$ cat config.mk
export PLATFORM = sky130hd
export DESIGN_NAME = srtf_tick_scheduler
export DESIGN_NICKNAME = d
export VERILOG_FILES = /design/src/hdl/srtf_pkg.sv /design/src/hdl/srtf_alu.sv /design/src/hdl/srtf_slot_mem.sv /design/src/hdl/srtf_pick_unit.sv /design/src/hdl/srtf_tick_scheduler.sv
export SDC_FILE = /design/constraint.sdc
export NUM_CORES = 1
export LEC_CHECK = 0
export BUFFER_PORTS_ARGS = -buffer_cell sky130_fd_sc_hd__buf_2
export CORE_ASPECT_RATIO = 0.6
export CORE_MARGIN = 3
export CORE_UTILIZATION = 55
export CTS_CLUSTER_DIAMETER = 50
export DETAILED_ROUTE_END_ITERATION = 7
export PLACE_DENSITY_LB_ADDON = 0.25
export SKIP_CTS_REPAIR_TIMING = 1
export SYNTH_ARGS = -nofsm -noshare
export SYNTH_HDL_FRONTEND = slang
export SYNTH_HIERARCHICAL = 1
export SYNTH_SLANG_ARGS = --single-unit
$ cat constraint.sdc
create_clock -name i_clk -period 5.7 [get_ports i_clk]
set_input_delay 0 -clock i_clk [delete_from_list [all_inputs] [get_ports i_clk]]
set_output_delay 0 -clock i_clk [all_outputs]
set_load 0.01 [all_outputs]
$ cat src/hdl/srtf_pkg.sv
`default_nettype none

package srtf_pkg;

    typedef logic [1:0] t_mode;

    localparam t_mode MODE_LOAD    = 2'd0;
    localparam t_mode MODE_TICK    = 2'd1;
    localparam t_mode MODE_RESTART = 2'd2;

    // register index as decoded from paddr[2]
    localparam logic REG_TASKS_IN_USE = 1'b0;

    localparam logic [3:0] TASKS_IN_USE_RESET = 4'd7;
    localparam logic [3:0] DONE_COUNT_MAX     = 4'hF;

    typedef struct packed {
        t_mode       mode;
        logic [2:0]  slot;
        logic [15:0] arrival;
        logic [15:0] burst;
    } t_in_beat;

    typedef struct packed {
        logic [2:0]  picked_slot;
        logic        idle;
        logic        finished_now;
        logic [3:0]  finished_count;
        logic        all_done;
        logic [31:0] wait_total;
        logic [31:0] turnaround_total;
        logic [31:0] time_now;
    } t_out_beat;

    typedef enum logic {
        ALU_ADD = 1'b0,
        ALU_SUB = 1'b1
    } t_alu_op;

    typedef struct packed {
        logic clear;
        logic en;
    } t_pick_ctrl;

endpackage

`default_nettype wire

$ cat src/hdl/srtf_alu.sv
`default_nettype none

module srtf_alu (
    input  var srtf_pkg::t_alu_op i_op,
    input  wire logic [32:0]      i_a,
    input  wire logic [32:0]      i_b,
    output logic      [32:0]      o_sum,
    output logic                  o_neg,
    output logic      [31:0]      o_sat
);

    logic [33:0] w_y;

    always_comb begin
        unique case (i_op)
            srtf_pkg::ALU_ADD: w_y = {1'b0, i_a} + {1'b0, i_b};
            srtf_pkg::ALU_SUB: w_y = {1'b0, i_a} - {1'b0, i_b};
            default:           w_y = {1'b0, i_a} + {1'b0, i_b};
        endcase
    end

    assign o_sum = w_y[32:0];
    assign o_neg = (i_op == srtf_pkg::ALU_SUB) && w_y[33];
    // clamp to 32 bits for the running totals
    assign o_sat = (|w_y[33:32]) ? 32'hFFFF_FFFF : w_y[31:0];

endmodule

`default_nettype wire

$ cat src/hdl/srtf_slot_mem.sv
`default_nettype none

module srtf_slot_mem #(
    parameter int DEPTH = 8,
    parameter int WIDTH = 48,
    parameter int AW    = 3
) (
    input  wire logic             i_clk,
    input  wire logic             i_rst_n,
    input  wire logic             i_wr_en,
    input  wire logic [AW-1:0]    i_wr_addr,
    input  wire logic [WIDTH-1:0] i_wr_data,
    input  wire logic             i_rd_en,
    input  wire logic [AW-1:0]    i_rd_addr,
    output logic      [WIDTH-1:0] o_rd_data
);

    logic [WIDTH-1:0] r_mem [DEPTH];
    logic [DEPTH-1:0] r_valid;
    logic [WIDTH-1:0] r_rd_data;
    logic             r_rd_hit;

    always_ff @(posedge i_clk) begin
        if (i_wr_en) begin
            r_mem[i_wr_addr] <= i_wr_data;
        end
        if (i_rd_en) begin
            r_rd_data <= r_mem[i_rd_addr];
        end
    end

    always_ff @(posedge i_clk) begin
        if (!i_rst_n) begin
            r_valid  <= '0;
            r_rd_hit <= 1'b0;
        end else begin
            if (i_wr_en) begin
                r_valid[i_wr_addr] <= 1'b1;
            end
            if (i_rd_en) begin
                r_rd_hit <= r_valid[i_rd_addr];
            end
        end
    end

    // never-loaded slots read as empty
    assign o_rd_data = r_rd_hit ? r_rd_data : '0;

endmodule

`default_nettype wire

$ cat src/hdl/srtf_pick_unit.sv
`default_nettype none

module srtf_pick_unit #(
    parameter int TW = 16,
    parameter int AW = 3
) (
    input  wire logic                i_clk,
    input  wire logic                i_rst_n,
    input  var srtf_pkg::t_pick_ctrl i_ctrl,
    input  wire logic [AW-1:0]       i_idx,
    input  wire logic [3*TW-1:0]     i_entry,
    input  wire logic [31:0]         i_time,
    output logic                     o_ran,
    output logic      [AW-1:0]       o_idx,
    output logic      [TW-1:0]       o_arr,
    output logic      [TW-1:0]       o_bur,
    output logic      [TW-1:0]       o_rem
);

    logic [TW-1:0] w_arr;
    logic [TW-1:0] w_bur;
    logic [TW-1:0] w_rem;
    logic          w_take;
    logic          r_ran;
    logic [AW-1:0] r_idx;
    logic [TW-1:0] r_arr;
    logic [TW-1:0] r_bur;
    logic [TW-1:0] r_rem;

    assign w_arr = i_entry[3*TW-1:2*TW];
    assign w_bur = i_entry[2*TW-1:TW];
    assign w_rem = i_entry[TW-1:0];

    // strict less-than keeps the lowest index on ties
    assign w_take = (w_rem != '0) && (32'(w_arr) <= i_time) && (!r_ran || (w_rem < r_rem));

    always_ff @(posedge i_clk) begin
        if (!i_rst_n) begin
            r_ran <= 1'b0;
        end else if (i_ctrl.clear) begin
            r_ran <= 1'b0;
        end else if (i_ctrl.en && w_take) begin
            r_ran <= 1'b1;
        end
    end

    always_ff @(posedge i_clk) begin
        if (i_ctrl.en && w_take) begin
            r_idx <= i_idx;
            r_arr <= w_arr;
            r_bur <= w_bur;
            r_rem <= w_rem;
        end
    end

    assign o_ran = r_ran;
    assign o_idx = r_idx;
    assign o_arr = r_arr;
    assign o_bur = r_bur;
    assign o_rem = r_rem;

endmodule

`default_nettype wire

$ cat src/hdl/srtf_tick_scheduler.sv
`default_nettype none

// Preemptive shortest-remaining-time-first tick scheduler. One beat is taken
// at a time; the block stalls its input until that beat's result sits in the
// output register, which can still hold an untaken result while the next
// beat is accepted. Load, restart and unused-mode beats go from idle to done.
// A tick beat reads the first N = min(tasks_in_use, MAX_TASKS) slots of the
// slot memory one slot per cycle and compares each against the running best;
// a drain state then finishes the compare and a time state advances time,
// straight from idle when N is 0. A tick that completes its task then steps
// through TA, WT, TURN and WAIT, as the turnaround, waiting time and both
// saturating sums go one after another through the single shared 33-bit
// adder. All slots read as empty after reset; no clearing pass.
module srtf_tick_scheduler #(
    parameter int MAX_TASKS = 8,
    parameter int TIME_BITS = 16
) (
    input  wire logic               i_clk,
    input  wire logic               i_rst_n,
    input  wire logic               i_in_valid,
    output logic                    o_in_stall,
    input  var srtf_pkg::t_in_beat  i_in_beat,
    output logic                    o_out_valid,
    input  wire logic               i_out_stall,
    output srtf_pkg::t_out_beat     o_out_beat,
    input  wire logic               psel,
    input  wire logic               penable,
    input  wire logic               pwrite,
    input  wire logic [2:0]         paddr,
    input  wire logic [31:0]        pwdata,
    output logic      [31:0]        prdata,
    output logic                    pready
);

    localparam int IDX_W = (MAX_TASKS > 1) ? $clog2(MAX_TASKS) : 1;
    localparam int ENT_W = 3 * TIME_BITS;
    localparam int CMP_W = ((IDX_W > 4) ? IDX_W : 4) + 1;

    typedef enum logic [8:0] {
        S_IDLE  = 9'b000000001,
        S_SCAN  = 9'b000000010,
        S_DRAIN = 9'b000000100,
        S_TIME  = 9'b000001000,
        S_TA    = 9'b000010000,
        S_WT    = 9'b000100000,
        S_TURN  = 9'b001000000,
        S_WAIT  = 9'b010000000,
        S_DONE  = 9'b100000000
    } t_state;

    t_state                r_state;
    t_state                n_state;
    logic [3:0]            r_tasks;
    logic [31:0]           r_time;
    logic [31:0]           r_wait;
    logic [31:0]           r_turn;
    logic [3:0]            r_done;
    logic [IDX_W-1:0]      r_idx;
    logic                  r_cmp_en;
    logic [IDX_W-1:0]      r_cmp_idx;
    logic                  r_fin;
    logic [32:0]           r_tplus;
    logic [32:0]           r_ta;
    logic [32:0]           r_wt;
    logic                  r_out_valid;
    srtf_pkg::t_out_beat   r_out_beat;

    logic                  w_in_acc;
    logic                  w_out_free;
    logic                  w_cfg_wr;
    logic [CMP_W-1:0]      w_active;
    logic                  w_slot_ok;
    logic                  w_last;
    logic [TIME_BITS-1:0]  w_ld_arr;
    logic [TIME_BITS-1:0]  w_ld_bur;

    logic                  w_wr_en;
    logic [IDX_W-1:0]      w_wr_addr;
    logic [ENT_W-1:0]      w_wr_data;
    logic [ENT_W-1:0]      w_rd_data;

    srtf_pkg::t_pick_ctrl  w_pick_ctrl;
    logic                  w_pick_ran;
    logic [IDX_W-1:0]      w_pick_idx;
    logic [TIME_BITS-1:0]  w_pick_arr;
    logic [TIME_BITS-1:0]  w_pick_bur;
    logic [TIME_BITS-1:0]  w_pick_rem;
    logic                  w_pick_last;

    srtf_pkg::t_alu_op     w_alu_op;
    logic [32:0]           w_alu_a;
    logic [32:0]           w_alu_b;
    logic [32:0]           w_alu_sum;
    logic                  w_alu_neg;
    logic [31:0]           w_alu_sat;

    assign w_in_acc   = i_in_valid && (r_state == S_IDLE);
    assign o_in_stall = (r_state != S_IDLE);
    assign w_out_free = !r_out_valid || !i_out_stall;
    assign w_cfg_wr   = psel && penable && pwrite && (paddr[2] == srtf_pkg::REG_TASKS_IN_USE);

    assign pready = 1'b1;
    assign prdata = (paddr[2] == srtf_pkg::REG_TASKS_IN_USE) ? {28'd0, r_tasks} : 32'd0;

    assign w_active  = (CMP_W'(r_tasks) > CMP_W'(MAX_TASKS)) ? CMP_W'(MAX_TASKS)
                                                              : CMP_W'(r_tasks);
    assign w_slot_ok = CMP_W'(i_in_beat.slot) < CMP_W'(MAX_TASKS);
    assign w_last    = CMP_W'(r_idx) == (w_active - CMP_W'(1));
    assign w_ld_arr  = TIME_BITS'(i_in_beat.arrival);
    assign w_ld_bur  = TIME_BITS'(i_in_beat.burst);
    assign w_pick_last = w_pick_ran && (w_pick_rem == TIME_BITS'(1));

    // slot memory: loads from the input, decrement of the picked slot
    always_comb begin
        if (r_state == S_TIME) begin
            w_wr_en   = w_pick_ran;
            w_wr_addr = w_pick_idx;
            w_wr_data = {w_pick_arr, w_pick_bur, w_pick_rem - TIME_BITS'(1)};
        end else begin
            w_wr_en   = w_in_acc && (i_in_beat.mode == srtf_pkg::MODE_LOAD) && w_slot_ok;
            w_wr_addr = IDX_W'(i_in_beat.slot);
            w_wr_data = {w_ld_arr, w_ld_bur, w_ld_bur};
        end
    end

    srtf_slot_mem #(
        .DEPTH (MAX_TASKS),
        .WIDTH (ENT_W),
        .AW    (IDX_W)
    ) u_mem (
        .i_clk     (i_clk),
        .i_rst_n   (i_rst_n),
        .i_wr_en   (w_wr_en),
        .i_wr_addr (w_wr_addr),
        .i_wr_data (w_wr_data),
        .i_rd_en   (r_state == S_SCAN),
        .i_rd_addr (r_idx),
        .o_rd_data (w_rd_data)
    );

    assign w_pick_ctrl.clear = w_in_acc;
    assign w_pick_ctrl.en    = r_cmp_en;

    srtf_pick_unit #(
        .TW (TIME_BITS),
        .AW (IDX_W)
    ) u_pick (
        .i_clk   (i_clk),
        .i_rst_n (i_rst_n),
        .i_ctrl  (w_pick_ctrl),
        .i_idx   (r_cmp_idx),
        .i_entry (w_rd_data),
        .i_time  (r_time),
        .o_ran   (w_pick_ran),
        .o_idx   (w_pick_idx),
        .o_arr   (w_pick_arr),
        .o_bur   (w_pick_bur),
        .o_rem   (w_pick_rem)
    );

    // shared adder operand select
    always_comb begin
        w_alu_op = srtf_pkg::ALU_ADD;
        w_alu_a  = '0;
        w_alu_b  = '0;
        unique case (r_state)
            S_TIME: begin
                w_alu_a = {1'b0, r_time};
                w_alu_b = 33'd1;
            end
            S_TA: begin
                w_alu_op = srtf_pkg::ALU_SUB;
                w_alu_a  = r_tplus;
                w_alu_b  = 33'(w_pick_arr);
            end
            S_WT: begin
                w_alu_op = srtf_pkg::ALU_SUB;
                w_alu_a  = r_ta;
                w_alu_b  = 33'(w_pick_bur);
            end
            S_TURN: begin
                w_alu_a = {1'b0, r_turn};
                w_alu_b = r_ta;
            end
            S_WAIT: begin
                w_alu_a = {1'b0, r_wait};
                w_alu_b = r_wt;
            end
            default: begin
                w_alu_a = '0;
            end
        endcase
    end

    srtf_alu u_alu (
        .i_op  (w_alu_op),
        .i_a   (w_alu_a),
        .i_b   (w_alu_b),
        .o_sum (w_alu_sum),
        .o_neg (w_alu_neg),
        .o_sat (w_alu_sat)
    );

    always_comb begin
        n_state = r_state;
        unique case (r_state)
            S_IDLE: begin
                if (w_in_acc) begin
                    if (i_in_beat.mode == srtf_pkg::MODE_TICK) begin
                        n_state = (w_active == '0) ? S_TIME : S_SCAN;
                    end else begin
                        n_state = S_DONE;
                    end
                end
            end
            S_SCAN: begin
                if (w_last) begin
                    n_state = S_DRAIN;
                end
            end
            S_DRAIN: n_state = S_TIME;
            S_TIME:  n_state = w_pick_last ? S_TA : S_DONE;
            S_TA:    n_state = S_WT;
            S_WT:    n_state = S_TURN;
            S_TURN:  n_state = S_WAIT;
            S_WAIT:  n_state = S_DONE;
            S_DONE: begin
                if (w_out_free) begin
                    n_state = S_IDLE;
                end
            end
            default: n_state = S_IDLE;
        endcase
    end

    always_ff @(posedge i_clk) begin
        if (!i_rst_n) begin
            r_state     <= S_IDLE;
            r_tasks     <= srtf_pkg::TASKS_IN_USE_RESET;
            r_time      <= '0;
            r_wait      <= '0;
            r_turn      <= '0;
            r_done      <= '0;
            r_idx       <= '0;
            r_cmp_en    <= 1'b0;
            r_fin       <= 1'b0;
            r_out_valid <= 1'b0;
        end else begin
            r_state  <= n_state;
            r_cmp_en <= (r_state == S_SCAN);
            if (w_cfg_wr) begin
                r_tasks <= pwdata[3:0];
            end
            if ((r_state == S_DONE) && w_out_free) begin
                r_out_valid <= 1'b1;
            end else if (r_out_valid && !i_out_stall) begin
                r_out_valid <= 1'b0;
            end
            if (w_in_acc) begin
                r_fin <= 1'b0;
                r_idx <= '0;
                if (i_in_beat.mode == srtf_pkg::MODE_RESTART) begin
                    r_time <= '0;
                    r_wait <= '0;
                    r_turn <= '0;
                    r_done <= '0;
                end
            end
            if (r_state == S_SCAN) begin
                r_idx <= r_idx + IDX_W'(1);
            end
            if (r_state == S_TIME) begin
                r_time <= w_alu_sat;
                r_fin  <= w_pick_last;
            end
            if (r_state == S_TURN) begin
                r_turn <= w_alu_sat;
                if (r_done != srtf_pkg::DONE_COUNT_MAX) begin
                    r_done <= r_done + 4'd1;
                end
            end
            if (r_state == S_WAIT) begin
                r_wait <= w_alu_sat;
            end
        end
    end

    always_ff @(posedge i_clk) begin
        if (r_state == S_SCAN) begin
            r_cmp_idx <= r_idx;
        end
        if (r_state == S_TIME) begin
            r_tplus <= w_alu_sum;
        end
        if (r_state == S_TA) begin
            r_ta <= w_alu_sum;
        end
        // waiting time below zero only after time saturated or a restart mid-task
        if (r_state == S_WT) begin
            r_wt <= w_alu_neg ? 33'd0 : w_alu_sum;
        end
        if ((r_state == S_DONE) && w_out_free) begin
            r_out_beat.picked_slot      <= w_pick_ran ? 3'(w_pick_idx) : 3'd0;
            r_out_beat.idle             <= !w_pick_ran;
            r_out_beat.finished_now     <= r_fin;
            r_out_beat.finished_count   <= r_done;
            r_out_beat.all_done         <= (CMP_W'(r_done) == w_active);
            r_out_beat.wait_total       <= r_wait;
            r_out_beat.turnaround_total <= r_turn;
            r_out_beat.time_now         <= r_time;
        end
    end

    assign o_out_valid = r_out_valid;
    assign o_out_beat  = r_out_beat;

endmodule

`default_nettype wire

==> out/summary.md <==
Based on the critical path, the design can be clocked at up to 176.2 MHz. The number of global-route vias before repair is 22248. Clock network fraction of design power: 0.421. Clock tree synthesis selected as its root buffer the cell clkbuf_16. The sequential share of power came out at 0.542.

The tree built by TritonCTS fans out to 820 sinks. The post-synthesis async set-or-reset flop share came out at 0. The routed length per placed instance came out at 26.85 um. The area enclosed by the die boundary is 69140 um2. The share of total power consumed by net switching was 0.2146.

After detailed placement, the design holds a cell count of 3642. Counting I/O delays and the setup requirement, the final critical path takes 5676 ps. Once routing completed, OpenROAD measured the worst setup slack at 23.90 ps. For flop-to-flop paths, the worst setup slack is 20 ps. The tools report the overall overflow remaining after global route as 0. The initial core utilization is 0.5590. The area fraction of the dominant cell type after synthesis was 0.5723. The final routed DRC violation total came out at 0. Post-synthesis area per instance: 14.08 um2.

The highest fanout seen on the critical path came out at 12. From left edge to right edge, the die measures 337.5 um. Setup violations remaining at the end of the flow were counted as 0.

During synthesis, Yosys emitted a total of 6 warnings. The setup TNS was 0 ps; the H-tree depth reported by CTS was 3. The logs give 0.6436 for the sequential share of the synthesized area and 90 for the count of different cell masters after synthesis.

TritonCTS buffer count: 76. The total leakage power was 15.64 nW; the standard cell core area was 64860 um2. The share of final-layout standard cells stronger than drive strength 1 was 0.2178. The final reports fail on negative hold slack. Global placer's final weighted congestion: 0.9529.

The number of nets with antenna violations after routing was 0. Multi-input gate area in the final layout: 12260 um2. The via-per-instance ratio works out to 6.331.

The tools report the launch point of the worst path as r_state[2]. At the worst endpoint, the arrival time is 6250 ps. The number of storage elements in the synthesis netlist came out at 820.

By area the synthesized netlist is led by edfxtp_1, dfxtp_1, mux4_1. Sort of element at the start of the critical path: a flop. The classification of the worst-slack hold path was in2reg.

The tools report the cell area after technology mapping as 36250 um2. The internal portion of total power was 9.512 mW. For the power dissipated by switching net loads, the log shows 2.598 mW.

For the final design area excluding fillers, the log shows 42550 um2. The run gives 0.6560 as the core occupancy in the finished layout. Detailed placement ended at an HPWL of 68.34 mm. Post-layout net count: 3082. The layout has 4541 filler cells. The tools report the number of antenna violations at the first check in global routing as 5. The register cell area after layout was 23350 um2; the layout overhead on the synthesized area was 17.36%. For the pin with the worst max-slew slack, the measured transition is 1394 ps.

The fraction of the cycle the final worst path needs is 0.9958, and the CTS clock-pin slew for the worst setup and hold paths is 70 ps. The critical path class was reg2reg. Across all layers, the routed design uses 24344 vias. TritonCTS built the clock tree. The sum of internal, switching and leakage power was 12.11 mW. The placed instances occupy a cell area of 39010 um2.

The routed design has 103.3 mm of wire. The number of enable flip-flop cells after synthesis came out at 691. Buffers placed on the I/O ports in this run total 160.

The most used flip-flop cell after synthesis is edfxtp_1. The logs give 16 for the number of failing hold endpoints at the final stage and 23.25 ps for the post-route clock skew. Clock network latency to the later pin of the worst-skew pair: 660 ps.

The most common cell in the synthesized netlist is edfxtp_1. The final number of max-transition violations came out at 0. 220 I/O pins were placed. Power spread over the standard cell area amounts to 284.6 nW/um2. In this run the critical register-to-register path is captured at r_time[26]. The floorplan step set the die height to 204.9 um.

The tightest slew margin relative to the limit was 0.06080; the data required time of the worst path was 6270 ps. After synthesis, the most frequently instantiated cells are edfxtp_1, nand2_1, nand3_1. The final hold slack came out at -30.81 ps. The worst setup path is captured at a flop. The wire length of the first global-routing pass is 146.4 mm. Before CTS, the worst setup slack after placement is -315.2 ps. The logs give 72 for the number of placement rows and 3768 for the number of violations reported at the end of detailed-routing iteration 0. For the worst flop-to-flop path, the logic depth is 26. The run finished, with violations left.

IR analysis of the VDD net gives a maximum drop of 0.1972 mV. The source of the worst register-to-register timing path is r_state[2]. The biggest area contributor in the post-synthesis netlist is edfxtp_1. Entering global routing, the biggest net connects 134 pins. After the flow finishes, the layout carries non-filler instances totaling 3845.

Global-route usage over all layers: 0.2911. Max-cap violations in this run came to 0. The critical path ends at r_time[26].

The clock passes through at most 3 buffers. The proportion of power drawn by combinational gates is 0.036, and the count of mapped cells out of synthesis is 2575. The first TritonRoute pass finished after 6 iterations.
worst max-delay path, cell delays in order, from the launching register on:
cell and delay, ps:
dfxtp_2 360, nor4_4 60, nor2b_4 140, and4_4 200, buf_4 150, a22oi_2 270, nand2_1 110, or4_4 600
buf_6 150, nor4b_4 400, buf_6 210, a21oi_1 90, xnor2_1 150, ha_1 400, nand4_1 160, buf_4 160
a211o_1 280, a311oi_4 400, buf_4 200, nor2_2 60, xor2_4 190, buf_12 150, buf_12 150, buf_4 140
nand3_1 120, nand2_1 80, a21boi_1 180
layer usage:
| metal | vias to the layer above | GRT usage | wire length, um | share of wire |
|---|---|---|---|---|
| li1 | 10510 | - | - | - |
| met1 | 12243 | 0.4718 | 46830 | 0.45 |
| met2 | 1464 | 0.3754 | 40520 | 0.39 |
| met3 | 121 | 0.1011 | 14300 | 0.14 |
| met4 | 6 | 0.05519 | 1568 | 0.015 |
| met5 | - | 0 | 32 | 0.00031 |
state kept, by name (all words and copies together), names as in the netlist, 33 cells and up:
register	count
r_wt	33
r_ta	33
u_mem/r_mem	384
r_tplus	33
o_out_beat	106
u_mem/r_rd_data	48
cells by family after synthesis:
group                      share of synthesized area
other                                      0.0002071
xor gates and xnor gates                     0.01812
AOI/OAI and AO/OA                            0.08901
DFF                                           0.6436
buffers and inverters                        0.03334
and+or+nand+nor                               0.1026
muxes                                        0.08845
adders and majority gates                    0.02471
power by group through the flow:
| stage | registers, mW | logic [mW] | clock network (mW) |
|---|---|---|---|
| after floorplan | 6.71 | 0.224 | 0 |
| after CTS | 6.57 | 0.398 | 5.18 |
| after global placement | 6.69 | 0.383 | 0 |
| after detailed placement | 6.70 | 0.396 | 0 |
| final | 6.57 | 0.438 | 5.10 |
| after global routing | 6.57 | 0.466 | 5.41 |
layout make-up:
cell class,instances,area share
multi-input combinational,1533,0.2881
sequential,820,0.5489
clock inverter,45,0.01079
tap,851,0.02503
inverter,88,0.007822
timing repair buffer,413,0.07137
clock buffer,94,0.04796
antenna,1,0.00005881
how the worst min path moves through the flow:
stage,from,end,cells past startpoint
6_report,i_in_beat[21],u_mem/r_mem[0][37],3
5_1_grt,i_in_beat[14],u_mem/r_mem[1][30],3
4_1_cts,pwdata[2],r_tasks[2],3
3_5_place_dp,pwdata[2],r_tasks[2],3
3_3_place_gp,pwdata[0],r_tasks[0],3
2_1_floorplan,paddr[2],prdata[0],1
layout by cell type, fill, tap and decap left out, types with 12 or more instances in the layout:
cell type and count:
nor2b_1 50, a21boi_0 88, nor2_1 68, clkbuf_16 79, dfxtp_1 118, xor2_1 21
a22o_1 18, inv_1 86, nor4_1 13, mux4_1 96, nor3_1 19, edfxtp_1 691
nand2_1 314, a21boi_1 15, conb_1 29, a21o_1 12, o21a_1 19, a21oi_1 57
dlygate4sd3_1 40, buf_4 189, xnor2_1 53, buf_2 159, mux2_2 49, ha_1 67
and2_1 57, o21ai_0 49, a222oi_1 32, clkbuf_1 12, a22oi_1 55, nand3_1 127
Power figures use the tool's default switching activity.
